## config.mk

```make
export PLATFORM = sky130hd
export DESIGN_NAME = double_ended_queue
export DESIGN_NICKNAME = d
export VERILOG_FILES = /design/src/deq_pkg.sv /design/src/deq_ram.sv /design/src/deq_dp.sv /design/src/deq_ctrl.sv /design/src/double_ended_queue.sv
export SDC_FILE = /design/constraint.sdc
export NUM_CORES = 1
export LEC_CHECK = 0
export BUFFER_PORTS_ARGS = -buffer_cell sky130_fd_sc_hd__buf_2
export CORE_AREA = 2 2 225 227
export DETAILED_ROUTE_END_ITERATION = 12
export DIE_AREA = 0 0 227 229
export PLACE_DENSITY = 0.83
export REMOVE_ABC_BUFFERS = 1
export SLEW_MARGIN = 20
export SYNTH_ARGS = -nofsm -noshare
export SYNTH_HDL_FRONTEND = slang
export SYNTH_SLANG_ARGS = --single-unit
```

## constraint.sdc

```tcl
create_clock -name clk -period 8.7 [get_ports clk]
set_input_delay 1.305 -clock clk [delete_from_list [all_inputs] [get_ports clk]]
set_output_delay 1.305 -clock clk [all_outputs]
set_load 0.005 [all_outputs]
```

## src/deq_pkg.sv

```systemverilog
// shared types, codes and sizes for the double-ended queue
package deq_pkg;

    localparam int DEPTH      = 16;
    localparam int DATA_WIDTH = 32;

    localparam int ADDR_W = $clog2(DEPTH);
    localparam int CNT_W  = $clog2(DEPTH + 1);
    localparam int MODE_W = 3;
    localparam int POS_W  = 5;
    localparam int VAL_W  = 32;
    localparam int STAT_W = 2;
    localparam int LEN_W  = 5;
    localparam int CMP_W  = (CNT_W > POS_W) ? CNT_W : POS_W;
    localparam int ASEL_W = 3;

    // operation codes
    localparam logic [MODE_W-1:0] MODE_PUSH_TAIL = 3'd0;
    localparam logic [MODE_W-1:0] MODE_PUSH_HEAD = 3'd1;
    localparam logic [MODE_W-1:0] MODE_POP_HEAD  = 3'd2;
    localparam logic [MODE_W-1:0] MODE_POP_TAIL  = 3'd3;
    localparam logic [MODE_W-1:0] MODE_INSERT    = 3'd4;
    localparam logic [MODE_W-1:0] MODE_OVERWRITE = 3'd5;

    // result status codes
    localparam logic [STAT_W-1:0] ST_OK     = 2'd0;
    localparam logic [STAT_W-1:0] ST_EMPTY  = 2'd1;
    localparam logic [STAT_W-1:0] ST_FULL   = 2'd2;
    localparam logic [STAT_W-1:0] ST_BADPOS = 2'd3;

    // ring address select
    localparam logic [ASEL_W-1:0] ASEL_HEAD    = 3'd0;
    localparam logic [ASEL_W-1:0] ASEL_HEAD_M1 = 3'd1;
    localparam logic [ASEL_W-1:0] ASEL_TAIL    = 3'd2;
    localparam logic [ASEL_W-1:0] ASEL_LAST    = 3'd3;
    localparam logic [ASEL_W-1:0] ASEL_POS     = 3'd4;
    localparam logic [ASEL_W-1:0] ASEL_IDX     = 3'd5;
    localparam logic [ASEL_W-1:0] ASEL_IDX_M1  = 3'd6;

    typedef struct packed {
        logic [MODE_W-1:0] mode;
        logic [POS_W-1:0]  position;
        logic [VAL_W-1:0]  value;
    } cmd_t;

    typedef struct packed {
        logic [STAT_W-1:0] status;
        logic [VAL_W-1:0]  popped_value;
        logic [LEN_W-1:0]  length;
    } rsp_t;

    typedef struct packed {
        logic              load_cmd;
        logic              ram_we;
        logic              ram_re;
        logic [ASEL_W-1:0] asel;
        logic              wsel_shift;
        logic              head_inc;
        logic              head_dec;
        logic              count_inc;
        logic              count_dec;
        logic              idx_load;
        logic              idx_dec;
        logic              load_rsp;
        logic [STAT_W-1:0] rsp_status;
        logic              rsp_pop;
    } ctrl_t;

    typedef struct packed {
        logic [MODE_W-1:0] mode;
        logic              full;
        logic              empty;
        logic              pos_gt_count;
        logic              pos_ge_count;
        logic              pos_eq_count;
        logic              last_shift;
        logic              rsp_busy;
    } stat_t;

endpackage

```

## src/deq_ram.sv

```systemverilog
// generic single-write, single-read ram with registered read data
module deq_ram #(
    parameter int WIDTH = 32,
    parameter int DEPTH = 16
) (
    input  logic                     clk,
    input  logic                     we,
    input  logic [$clog2(DEPTH)-1:0] waddr,
    input  logic [WIDTH-1:0]         wdata,
    input  logic                     re,
    input  logic [$clog2(DEPTH)-1:0] raddr,
    output logic [WIDTH-1:0]         rdata
);

    logic [WIDTH-1:0] mem [DEPTH];

    always_ff @(posedge clk)
    begin
        if (we)
        begin
            mem[waddr] <= wdata;
        end
        if (re)
        begin
            rdata <= mem[raddr];
        end
    end

endmodule

```

## src/deq_dp.sv

```systemverilog
// datapath: ring storage, head and count registers, address generation, result register
module deq_dp (
    input  logic           clk,
    input  logic           rst_n,
    input  deq_pkg::cmd_t  cmd,
    input  deq_pkg::ctrl_t ctrl,
    output deq_pkg::stat_t stat,
    input  logic           rsp_stall,
    output logic           rsp_valid,
    output deq_pkg::rsp_t  rsp
);

    localparam int DEPTH  = deq_pkg::DEPTH;
    localparam int DW     = deq_pkg::DATA_WIDTH;
    localparam int ADDR_W = deq_pkg::ADDR_W;
    localparam int CNT_W  = deq_pkg::CNT_W;
    localparam int CMP_W  = deq_pkg::CMP_W;
    localparam int SUM_W  = CMP_W + 1;
    localparam int VAL_W  = deq_pkg::VAL_W;
    localparam int LEN_W  = deq_pkg::LEN_W;

    logic [deq_pkg::MODE_W-1:0] mode_reg;
    logic [deq_pkg::POS_W-1:0]  pos_reg;
    logic [DW-1:0]              value_reg;
    logic [ADDR_W-1:0]          head_reg, head_next;
    logic [CNT_W-1:0]           count_reg, count_next;
    logic [CNT_W-1:0]           idx_reg, idx_next;
    deq_pkg::rsp_t              rsp_reg, rsp_next;
    logic                       rsp_valid_reg, rsp_valid_next;

    logic [CMP_W-1:0]  pos_ext, cnt_ext, idx_ext;
    logic [ADDR_W-1:0] head_m1, head_p1;
    logic [ADDR_W-1:0] ram_addr;
    logic [DW-1:0]     ram_wdata, ram_rdata;

    // ring slot of an offset from the head; offset is always below DEPTH
    function automatic logic [ADDR_W-1:0] slot_of(input logic [ADDR_W-1:0] head,
                                                   input logic [CMP_W-1:0]  off);
        logic [SUM_W-1:0] sum;
        sum = SUM_W'(head) + SUM_W'(off);
        if (sum >= SUM_W'(DEPTH))
        begin
            sum = sum - SUM_W'(DEPTH);
        end
        return sum[ADDR_W-1:0];
    endfunction

    assign pos_ext = CMP_W'(pos_reg);
    assign cnt_ext = CMP_W'(count_reg);
    assign idx_ext = CMP_W'(idx_reg);

    assign head_m1 = (head_reg == '0) ? ADDR_W'(DEPTH - 1) : head_reg - ADDR_W'(1);
    assign head_p1 = (head_reg == ADDR_W'(DEPTH - 1)) ? '0 : head_reg + ADDR_W'(1);

    always_comb
    begin
        case (ctrl.asel)
            deq_pkg::ASEL_HEAD:    ram_addr = head_reg;
            deq_pkg::ASEL_HEAD_M1: ram_addr = head_m1;
            deq_pkg::ASEL_TAIL:    ram_addr = slot_of(head_reg, cnt_ext);
            deq_pkg::ASEL_LAST:    ram_addr = slot_of(head_reg, cnt_ext - CMP_W'(1));
            deq_pkg::ASEL_POS:     ram_addr = slot_of(head_reg, pos_ext);
            deq_pkg::ASEL_IDX:     ram_addr = slot_of(head_reg, idx_ext);
            deq_pkg::ASEL_IDX_M1:  ram_addr = slot_of(head_reg, idx_ext - CMP_W'(1));
            default:               ram_addr = head_reg;
        endcase
    end

    // shift steps move the word just read one place back
    assign ram_wdata = ctrl.wsel_shift ? ram_rdata : value_reg;

    deq_ram #(
        .WIDTH (DW),
        .DEPTH (DEPTH)
    ) u_ram (
        .clk   (clk),
        .we    (ctrl.ram_we),
        .waddr (ram_addr),
        .wdata (ram_wdata),
        .re    (ctrl.ram_re),
        .raddr (ram_addr),
        .rdata (ram_rdata)
    );

    always_comb
    begin
        stat.mode         = mode_reg;
        stat.full         = (count_reg == CNT_W'(DEPTH));
        stat.empty        = (count_reg == '0);
        stat.pos_gt_count = (pos_ext > cnt_ext);
        stat.pos_ge_count = (pos_ext >= cnt_ext);
        stat.pos_eq_count = (pos_ext == cnt_ext);
        stat.last_shift   = (idx_ext == pos_ext + CMP_W'(1));
        stat.rsp_busy     = rsp_valid_reg && rsp_stall;
    end

    always_comb
    begin
        head_next = head_reg;
        if (ctrl.head_inc)
        begin
            head_next = head_p1;
        end
        else if (ctrl.head_dec)
        begin
            head_next = head_m1;
        end

        count_next = count_reg;
        if (ctrl.count_inc)
        begin
            count_next = count_reg + CNT_W'(1);
        end
        else if (ctrl.count_dec)
        begin
            count_next = count_reg - CNT_W'(1);
        end

        idx_next = idx_reg;
        if (ctrl.idx_load)
        begin
            idx_next = count_reg;
        end
        else if (ctrl.idx_dec)
        begin
            idx_next = idx_reg - CNT_W'(1);
        end

        rsp_next       = rsp_reg;
        rsp_valid_next = rsp_valid_reg && rsp_stall;
        if (ctrl.load_rsp)
        begin
            rsp_next.status       = ctrl.rsp_status;
            rsp_next.popped_value = ctrl.rsp_pop ? VAL_W'(ram_rdata) : '0;
            rsp_next.length       = LEN_W'(count_reg);
            rsp_valid_next        = 1'b1;
        end
    end

    always_ff @(posedge clk or negedge rst_n)
    begin
        if (!rst_n)
        begin
            head_reg      <= '0;
            count_reg     <= '0;
            rsp_valid_reg <= 1'b0;
        end
        else
        begin
            head_reg      <= head_next;
            count_reg     <= count_next;
            rsp_valid_reg <= rsp_valid_next;
        end
    end

    always_ff @(posedge clk)
    begin
        if (ctrl.load_cmd)
        begin
            mode_reg  <= cmd.mode;
            pos_reg   <= cmd.position;
            value_reg <= DW'(cmd.value);
        end
        idx_reg <= idx_next;
        rsp_reg <= rsp_next;
    end

    assign rsp_valid = rsp_valid_reg;
    assign rsp       = rsp_reg;

    a_count_bound: assert property (@(posedge clk) disable iff (!rst_n)
        count_reg <= CNT_W'(DEPTH))
        else $error("count above depth");

    a_no_rsp_overrun: assert property (@(posedge clk) disable iff (!rst_n)
        ctrl.load_rsp |-> !(rsp_valid_reg && rsp_stall))
        else $error("result loaded over a stalled beat");

    a_fail_no_data: assert property (@(posedge clk) disable iff (!rst_n)
        (rsp_valid_reg && rsp_reg.status != deq_pkg::ST_OK) |-> rsp_reg.popped_value == '0)
        else $error("failed operation returned data");

    a_inc_not_full: assert property (@(posedge clk) disable iff (!rst_n)
        ctrl.count_inc |-> (count_reg != CNT_W'(DEPTH) && !ctrl.count_dec))
        else $error("count grown past full");

    a_dec_not_empty: assert property (@(posedge clk) disable iff (!rst_n)
        ctrl.count_dec |-> count_reg != '0)
        else $error("count shrunk below empty");

endmodule

```

## src/deq_ctrl.sv

```systemverilog
// controller: sequences each operation and the insert shift loop
module deq_ctrl (
    input  logic           clk,
    input  logic           rst_n,
    input  logic           cmd_valid,
    output logic           cmd_stall,
    input  deq_pkg::stat_t stat,
    output deq_pkg::ctrl_t ctrl
);

    localparam logic [2:0] S_IDLE  = 3'd0;
    localparam logic [2:0] S_EXEC  = 3'd1;
    localparam logic [2:0] S_SHRD  = 3'd2;
    localparam logic [2:0] S_SHWR  = 3'd3;
    localparam logic [2:0] S_INSWR = 3'd4;
    localparam logic [2:0] S_DONE  = 3'd5;

    logic [2:0]                 state_reg, state_next;
    logic [deq_pkg::STAT_W-1:0] status_reg, status_next;
    logic                       pop_reg, pop_next;

    always_comb
    begin
        ctrl            = '0;
        ctrl.asel       = deq_pkg::ASEL_HEAD;
        ctrl.rsp_status = status_reg;
        ctrl.rsp_pop    = pop_reg;
        state_next      = state_reg;
        status_next     = status_reg;
        pop_next        = pop_reg;

        case (state_reg)
            S_IDLE:
            begin
                if (cmd_valid)
                begin
                    ctrl.load_cmd = 1'b1;
                    state_next    = S_EXEC;
                end
            end

            S_EXEC:
            begin
                status_next = deq_pkg::ST_OK;
                pop_next    = 1'b0;
                state_next  = S_DONE;
                case (stat.mode)
                    deq_pkg::MODE_PUSH_TAIL:
                    begin
                        if (stat.full)
                        begin
                            status_next = deq_pkg::ST_FULL;
                        end
                        else
                        begin
                            ctrl.ram_we    = 1'b1;
                            ctrl.asel      = deq_pkg::ASEL_TAIL;
                            ctrl.count_inc = 1'b1;
                        end
                    end
                    deq_pkg::MODE_PUSH_HEAD:
                    begin
                        if (stat.full)
                        begin
                            status_next = deq_pkg::ST_FULL;
                        end
                        else
                        begin
                            ctrl.ram_we    = 1'b1;
                            ctrl.asel      = deq_pkg::ASEL_HEAD_M1;
                            ctrl.head_dec  = 1'b1;
                            ctrl.count_inc = 1'b1;
                        end
                    end
                    deq_pkg::MODE_POP_HEAD:
                    begin
                        if (stat.empty)
                        begin
                            status_next = deq_pkg::ST_EMPTY;
                        end
                        else
                        begin
                            ctrl.ram_re    = 1'b1;
                            ctrl.asel      = deq_pkg::ASEL_HEAD;
                            ctrl.head_inc  = 1'b1;
                            ctrl.count_dec = 1'b1;
                            pop_next       = 1'b1;
                        end
                    end
                    deq_pkg::MODE_POP_TAIL:
                    begin
                        if (stat.empty)
                        begin
                            status_next = deq_pkg::ST_EMPTY;
                        end
                        else
                        begin
                            ctrl.ram_re    = 1'b1;
                            ctrl.asel      = deq_pkg::ASEL_LAST;
                            ctrl.count_dec = 1'b1;
                            pop_next       = 1'b1;
                        end
                    end
                    deq_pkg::MODE_INSERT:
                    begin
                        // position check goes ahead of the full check
                        if (stat.pos_gt_count)
                        begin
                            status_next = deq_pkg::ST_BADPOS;
                        end
                        else if (stat.full)
                        begin
                            status_next = deq_pkg::ST_FULL;
                        end
                        else
                        begin
                            ctrl.idx_load = 1'b1;
                            state_next    = stat.pos_eq_count ? S_INSWR : S_SHRD;
                        end
                    end
                    deq_pkg::MODE_OVERWRITE:
                    begin
                        if (stat.pos_ge_count)
                        begin
                            status_next = deq_pkg::ST_BADPOS;
                        end
                        else
                        begin
                            ctrl.ram_we = 1'b1;
                            ctrl.asel   = deq_pkg::ASEL_POS;
                        end
                    end
                    default:
                    begin
                    end
                endcase
            end

            S_SHRD:
            begin
                ctrl.ram_re = 1'b1;
                ctrl.asel   = deq_pkg::ASEL_IDX_M1;
                state_next  = S_SHWR;
            end

            S_SHWR:
            begin
                ctrl.ram_we     = 1'b1;
                ctrl.asel       = deq_pkg::ASEL_IDX;
                ctrl.wsel_shift = 1'b1;
                ctrl.idx_dec    = 1'b1;
                state_next      = stat.last_shift ? S_INSWR : S_SHRD;
            end

            S_INSWR:
            begin
                ctrl.ram_we    = 1'b1;
                ctrl.asel      = deq_pkg::ASEL_POS;
                ctrl.count_inc = 1'b1;
                state_next     = S_DONE;
            end

            S_DONE:
            begin
                // hold until the result register is free
                if (!stat.rsp_busy)
                begin
                    ctrl.load_rsp = 1'b1;
                    state_next    = S_IDLE;
                end
            end

            default:
            begin
                state_next = S_IDLE;
            end
        endcase
    end

    always_ff @(posedge clk or negedge rst_n)
    begin
        if (!rst_n)
        begin
            state_reg  <= S_IDLE;
            status_reg <= deq_pkg::ST_OK;
            pop_reg    <= 1'b0;
        end
        else
        begin
            state_reg  <= state_next;
            status_reg <= status_next;
            pop_reg    <= pop_next;
        end
    end

    assign cmd_stall = (state_reg != S_IDLE);

endmodule

```

## src/double_ended_queue.sv

```systemverilog
// top level of the bounded double-ended queue
//
//   channel  dir  handshake              payload
//   cmd      in   cmd_valid / cmd_stall  deq_pkg::cmd_t (mode, position, value)
//   rsp      out  rsp_valid / rsp_stall  deq_pkg::rsp_t (status, popped_value, length)
//
// push, pop, overwrite and every rejected operation go through these steps:
// accept, execute against the ring ram, load the result register.
// insert also moves the entries from position on one place toward the tail; each
// entry moved is one ram read and one ram write over the single ram port pair.
// reset clears head, count and control; ring contents are undefined until written.
// a stalled result holds in its register while the next command is accepted;
// that command then waits at its last step until the register frees.
module double_ended_queue (
    input  logic          clk,
    input  logic          rst_n,
    input  logic          cmd_valid,
    output logic          cmd_stall,
    input  deq_pkg::cmd_t cmd,
    output logic          rsp_valid,
    input  logic          rsp_stall,
    output deq_pkg::rsp_t rsp
);

    deq_pkg::ctrl_t ctrl;
    deq_pkg::stat_t stat;

    deq_ctrl u_ctrl (
        .clk       (clk),
        .rst_n     (rst_n),
        .cmd_valid (cmd_valid),
        .cmd_stall (cmd_stall),
        .stat      (stat),
        .ctrl      (ctrl)
    );

    deq_dp u_dp (
        .clk       (clk),
        .rst_n     (rst_n),
        .cmd       (cmd),
        .ctrl      (ctrl),
        .stat      (stat),
        .rsp_stall (rsp_stall),
        .rsp_valid (rsp_valid),
        .rsp       (rsp)
    );

endmodule
```

==> results of run 1 <==
## cells by family after synthesis
family | count (synthesis)
flops | 644
fa+ha+maj | 17
mux | 147
simple gates | 290
xor+xnor | 17
buf+inv | 278
compound gates | 474
## layer usage
metal,vias to the layer above,global-route usage (%),part of all wire [%]
met5,-,0,0
met4,0,10.7,3.6
met3,199,5.86,9.9
met2,1057,41.3,48
met1,8475,35.5,39
li1,7391,-,-
## stage by stage
step           instances  utilization [%]  setup slack, ps  area (um2)
6_report            2647             61.8             2200       30700
5_1_grt             2647             61.8             1920       30700
4_1_cts             2647             61.8             2410       30700
3_5_place_dp        2531             57.7             2410       28700
3_3_place_gp        2524             57.4             2560       28500
2_1_floorplan       1729                -            -4510       26700
## power groups by stage
stage | combinational, mW | sequential (mW) | clock, mW
after floorplan | 3.84 | 4.54 | 0
after global placement | 5.47 | 4.60 | 0
after detailed placement | 5.73 | 4.61 | 0
after CTS | 5.80 | 4.56 | 2.74
after global routing | 6.29 | 4.61 | 2.84
final | 5.87 | 4.57 | 2.71
## worst paths after layout
path	start	endpoint	slack, ps	depth (start not counted)
min in group asynchronous	rst_n	u_dp.cnt_ext[1]	640	1
max	u_ctrl.state_reg[0]	u_dp.u_ram.rdata[0]	2200	15
min reg2reg	u_ctrl.status_reg[0]	u_dp.rsp[37]	470	0
max in group asynchronous	rst_n	u_ctrl.pop_reg	7740	1
min	u_ctrl.status_reg[0]	u_dp.rsp[37]	470	0
max reg2reg	u_ctrl.state_reg[0]	u_dp.u_ram.rdata[0]	2200	15
## Yosys cell counts, types with 3 or more instances
cell	instances	share of area, %
nor3b_1	3	0.082
o211ai_1	374	10
nor4_1	5	0.11
o21ai_1	4	0.073
a31oi_1	5	0.11
nor3_1	17	0.31
nor2_1	30	0.41
nand3_1	12	0.22
xnor2_1	10	0.32
and3_1	3	0.069
o31ai_1	3	0.082
buf_1	7	0.096
ha_1	16	0.73
o2111ai_1	3	0.096
xor2_1	7	0.22
a211oi_1	3	0.082
nand4_1	34	0.78
mux2i_1	19	0.69
nand2_1	129	1.8
a21oi_1	26	0.48
buf_2	26	0.48
clkbuf_1	84	1.2
o21ai_0	22	0.40
buf_4	10	0.27
nand2b_1	3	0.069
and2_1	33	0.75
edfxtp_1	628	69
mux2_2	67	2.8
mux2_1	60	2.5
buf_6	11	0.45
o21a_1	3	0.082
dfrtp_1	16	1.5
inv_1	139	1.9
a21o_1	4	0.11
a221oi_1	3	0.096
or3b_1	3	0.096
## final cells by class
type / count / area (um2) / share of cell area (%)
Clock buffer: 87 / 1830 / 5.94
Clock inverter: 29 / 225 / 0.733
Inverter: 140 / 526 / 1.71
Multi-Input combinational cell: 945 / 7140 / 23.3
Sequential cell: 644 / 19300 / 62.7
Tap cell: 672 / 841 / 2.74
Timing Repair Buffer: 130 / 891 / 2.90
==> results.py, run 1 <==
metrics = {
    "global_routing": {
        "grt_pass1_vias": 16900,
        "gr-total-overflow": 0,
        "grt_max_degree": 190,
        "grt_usage_pct": 26.2,
        "antenna_found_initial": 1,
        "grt_pass1_wl_um": 102000,
    },
    "synth": {
        "synth_xor_area_share_pct": 0.544,
        "synth_area_um2": 27400,
        "yosys.area_share.simple_pct": 5.26,
        "synth-seq-area-share_pct": 70.3,
        "ys_ff_latch": 644,
        "synth_top_family_by_area": "compound AO/OA/AOI/OAI gates",
        "synth.avg_cell_area_um2": 14.7,
        "synth_ff_type": "edfxtp_1",
        "syn_inst": 1867,
        "synthAdderAreaFrac_pct": 0.804,
        "yosys_warnings": 0,
        "synth_cell_types": 70,
        "synth_edf_count": 628,
        "synthArstFlopShare_pct": 2.48,
        "synth_mux_area_share_pct": 5.97,
        "synth_compound_area_share_pct": 12.7,
    },
    "sta": {
        "min_period_over_period_pct": 74.7,
        "slew-limit-headroom_pct": 29.0,
        "tightest_slew_ps": 1060,
        "finalHoldViolations": 0,
        "fin_crit_ps": 6500,
        "fin_tns_setup_ps": 0,
        "rsz0062_at_grt": "false",
        "fin_skew_ps": 34.6,
        "fmax_mhz": 154,
        "report.final.slew_viol_count": 0,
        "hold_ws_ps": 466,
        "setup_viol": 0,
    },
    "finish": {
        "area_growth_pct": 12.1,
        "diodes": 0,
        "final_nets": 1989,
        "final_cell_mix": "edfxtp_1 (628), o211ai_1 (374), inv_1 (139), nand2_1 (129), buf_2 (84)",
        "drive_gt1_share_pct": 16.4,
        "fill_cells": 3551,
        "final_common_cell": "edfxtp_1",
        "largest_reg_flops": 512,
    },
    "pwr": {
        "swShare_pct": 41.1,
        "peakVddDrop_mv": 0.612,
        "comb_power_share_pct": 44.7,
        "p_int_mw": 7.74,
        "p_clk_share_pct": 20.6,
        "power_mw": 13.1,
        "cellLeakagePower_nw": 10.3,
        "net-switching-power_mw": 5.41,
        "p_per_area_nw_per_um2": 428,
        "seq_power_share_pct": 34.7,
    },
    "placement": {
        "hpwlAfterDp_um": 37300,
        "gp_congestion": 0.885,
        "portBuffers": 84,
    },
    "critical_path": {
        "crit_path_end_kind": "flop",
        "critPathLaunchType": "flop",
        "worst-path-buf-inv": 2,
        "cpPeakStageDelay_ps": 780,
        "critPathArrivalTime_ps": 6820,
        "path_class": "flop to flop",
        "path_common_cell": "a21oi_1",
        "critPathSlowestCell": "o21a_4",
        "crit_required_ps": 9020,
        "crit_chain": "or3b_1 -> nor3_1 -> o211a_2 -> nor2_1 -> a21oi_1 -> a21oi_1 -> o22a_1 -> ha_1 -> o41ai_4 -> buf_4 -> o21a_4 -> buf_12 -> mux2_2 -> o211ai_1 -> nand4_1",
        "critical_path.max_fanout": 189,
        "crit_family": "compound AO/OA/AOI/OAI gates",
    },
    "floorplan": {
        "initial_core_util_pct": 55.2,
        "coreArea_um2": 49700,
        "core.rowCount": 82,
        "fp.dieW_um": 227,
        "die_area_um2": 52000,
        "die_y_um": 229,
        "io_pins": 85,
    },
    "clocking": {
        "cts_buffers": 67,
        "clockBufferDepth": 3,
        "clock-sinks": 644,
        "cts_root_buffer": "clkbuf_16",
        "htree_levels": 3,
        "clk_pin_slew_worst_paths_ps": 50,
        "cts-resized-gates": 0,
        "insertion_delay_ps": 610,
        "cts_tree": "yes",
        "postCtsSetupRepairBufs": 0,
        "ctsHoldBuffers": 0,
    },
    "route": {
        "drc": 0,
        "vias": 17100,
        "avgRoutedWirePerCell_um": 25.7,
        "vias_per_cell": 6.47,
        "first_pass_iters": 5,
        "antenna_left": 0,
        "drt-initial-drc-count": 2324,
        "wl_um": 68000,
    },
    "min_path": {
        "hold_class": "flop to flop",
    },
    "status": {
        "status": "completed",
    },
    "run": {
        "drv_cap": 0,
    },
}
Note: power is estimated with default switching activity, not from simulation.
==> run 2: changes to the inputs <==
--- a/config.mk
+++ b/config.mk
@@ -9,7 +9,7 @@
 export CORE_AREA = 2 2 225 227
 export DETAILED_ROUTE_END_ITERATION = 12
 export DIE_AREA = 0 0 227 229
-export PLACE_DENSITY = 0.83
+export PLACE_DENSITY = 0.86
 export REMOVE_ABC_BUFFERS = 1
 export SLEW_MARGIN = 20
 export SYNTH_ARGS = -nofsm -noshare
==> constraint.sdc (replaced) <==
create_clock -name clk -period 5.36 [get_ports clk]
set_input_delay 0.804 -clock clk [delete_from_list [all_inputs] [get_ports clk]]
set_output_delay 0.804 -clock clk [all_outputs]
set_load 0.005 [all_outputs]
==> results.py, run 2 (same netlist as run 1, synthesis figures left out) <==
metrics = {
    "sta": {
        "min_period_over_period_pct": 96.4,
        "finalHoldViolations": 0,
        "fmax_mhz": 194,
        "fin_skew_ps": 33.0,
        "fin_crit_ps": 5170,
        "slew-limit-headroom_pct": 35.4,
        "report.final.slew_viol_count": 0,
        "tightest_slew_ps": 969,
        "hold_ws_ps": 110,
        "setup_viol": 0,
        "rsz0062_at_grt": "false",
    },
    "critical_path": {
        "critPathLaunchType": "flop",
        "crit_required_ps": 5690,
        "critical_path.max_fanout": 48,
        "critPathArrivalTime_ps": 5500,
        "path_class": "flop to flop",
        "crit_path_end_kind": "flop",
    },
    "finish": {
        "fin_util_pct": 62.5,
        "final_nets": 2010,
        "drive_gt1_share_pct": 17.5,
        "final_cells": 2674,
        "final_cell_mix": "edfxtp_1 (628), o211ai_1 (374), inv_1 (139), nand2_1 (128), buf_2 (84)",
        "largest_reg_flops": 512,
        "diodes": 0,
        "final_common_cell": "edfxtp_1",
        "final_area_um2": 31000,
        "area_growth_pct": 13.3,
    },
    "route": {
        "first_pass_iters": 7,
        "antenna_left": 0,
        "drt-initial-drc-count": 2367,
        "avgRoutedWirePerCell_um": 26.2,
        "vias": 17400,
        "drc": 0,
        "wl_um": 70000,
        "vias_per_cell": 6.50,
    },
    "floorplan": {
        "coreArea_um2": 49700,
        "die_area_um2": 52000,
        "io_pins": 85,
        "fp.dieW_um": 227,
        "initial_core_util_pct": 55.2,
        "core.rowCount": 82,
        "die_y_um": 229,
    },
    "clocking": {
        "cts_root_buffer": "clkbuf_16",
        "cts_buffers": 67,
        "clock-sinks": 644,
        "ctsHoldBuffers": 0,
        "insertion_delay_ps": 620,
        "clockBufferDepth": 3,
        "htree_levels": 3,
        "postCtsSetupRepairBufs": 0,
        "cts_tree": "yes",
        "clk_pin_slew_worst_paths_ps": 70,
    },
    "global_routing": {
        "grt_usage_pct": 27.0,
        "grt_pass1_vias": 17400,
        "gr-total-overflow": 0,
        "grt_max_degree": 106,
        "grt_pass1_wl_um": 105000,
        "antenna_found_initial": 1,
    },
    "min_path": {
        "hold_class": "input pin to asynchronous set/reset pin",
    },
    "placement": {
        "place_area_um2": 28900,
        "gp_congestion": 0.896,
        "hpwlAfterDp_um": 38400,
        "dpl.cell_count": 2552,
        "portBuffers": 84,
    },
    "run": {
        "drv_cap": 0,
    },
    "pwr": {
        "peakVddDrop_mv": 0.721,
        "cellLeakagePower_nw": 10.5,
        "p_per_area_nw_per_um2": 709,
    },
    "status": {
        "status": "completed",
    },
}
-- run 2: cell count changes in the layout (fill, tap and decap cells not counted), moves of 4 or more --
cell	change
buf_16	-4
clkbuf_1	+4
buf_12	+12
buf_4	+12
bufinv_16	+5
-- run 2: final cells by class --
| cell class | count | area, um2 |
|---|---|---|
| flip-flops and latches | 644 | 19300 |
| fillers | 3354 | 18600 |
| multi-input cells | 945 | 7140 |
| clock buffers | 88 | 1780 |
| repair buffers | 151 | 1120 |
| well taps | 672 | 841 |
| inverters | 140 | 526 |
| clock inverters | 34 | 369 |
-- run 2: critical path, stage by stage, from the launching register on --
cell	delay, ps
edfxtp_1	510
ha_1	340
a21o_1	160
a21oi_1	310
o211a_2	360
nor2_1	130
a21oi_1	160
a21oi_1	50
o22a_1	210
ha_1	200
inv_1	80
fa_1	450
o41a_1	190
nor2_4	190
buf_4	510
buf_6	440
o211ai_1	220
o211ai_1	190
nand4_1	140
-- run 2: final timing paths --
path	startpoint	to	slack, ps	cells after the start
max	u_dp.pos_ext[3]	u_dp.u_ram.rdata[25]	190	18
min	rst_n	u_dp.cnt_ext[4]	110	1
max reg2reg	u_dp.pos_ext[3]	u_dp.u_ram.rdata[25]	190	18
min reg2reg	u_ctrl.status_reg[0]	u_dp.rsp[37]	450	0
max in group asynchronous	rst_n	u_dp.head_reg[2]	4950	1
min in group clk	cmd[33]	u_dp.pos_ext[1]	360	1
-- run 2: repair_timing --
action / 4_1_cts / 5_1_grt
setup endpoints to repair: 0 / 462
endpoints found under the hold margin: 0 / 0
resized for setup: 0 / 6
-- run 2: report_power, final --
part           switching, mW  total [mW]  internal (mW)
Sequential             0.376        7.33           6.96
Combinational           6.72        10.1           3.34
Clock                   1.92        4.61           2.69
Total                   9.02        22.0           13.0
-- run 2: stage by stage --
step	power, mW	setup TNS [ps]	setup WS [ps]
after CTS	21.8	0	116
after floorplan	12.7	-3310400	-7850
after global routing	22.8	0	21.8
after detailed placement	17.1	0	162
final	22.0	0	194
after global placement	16.6	0	351
-- run 2: layer usage --
metal | track usage, % | vias up | share of wire, %
met3 | 5.67 | 196 | 10
met2 | 42.9 | 1162 | 48
li1 | - | 7433 | -
met4 | 12.4 | 0 | 3.9
met5 | 0 | - | 0
met1 | 35.9 | 8601 | 37
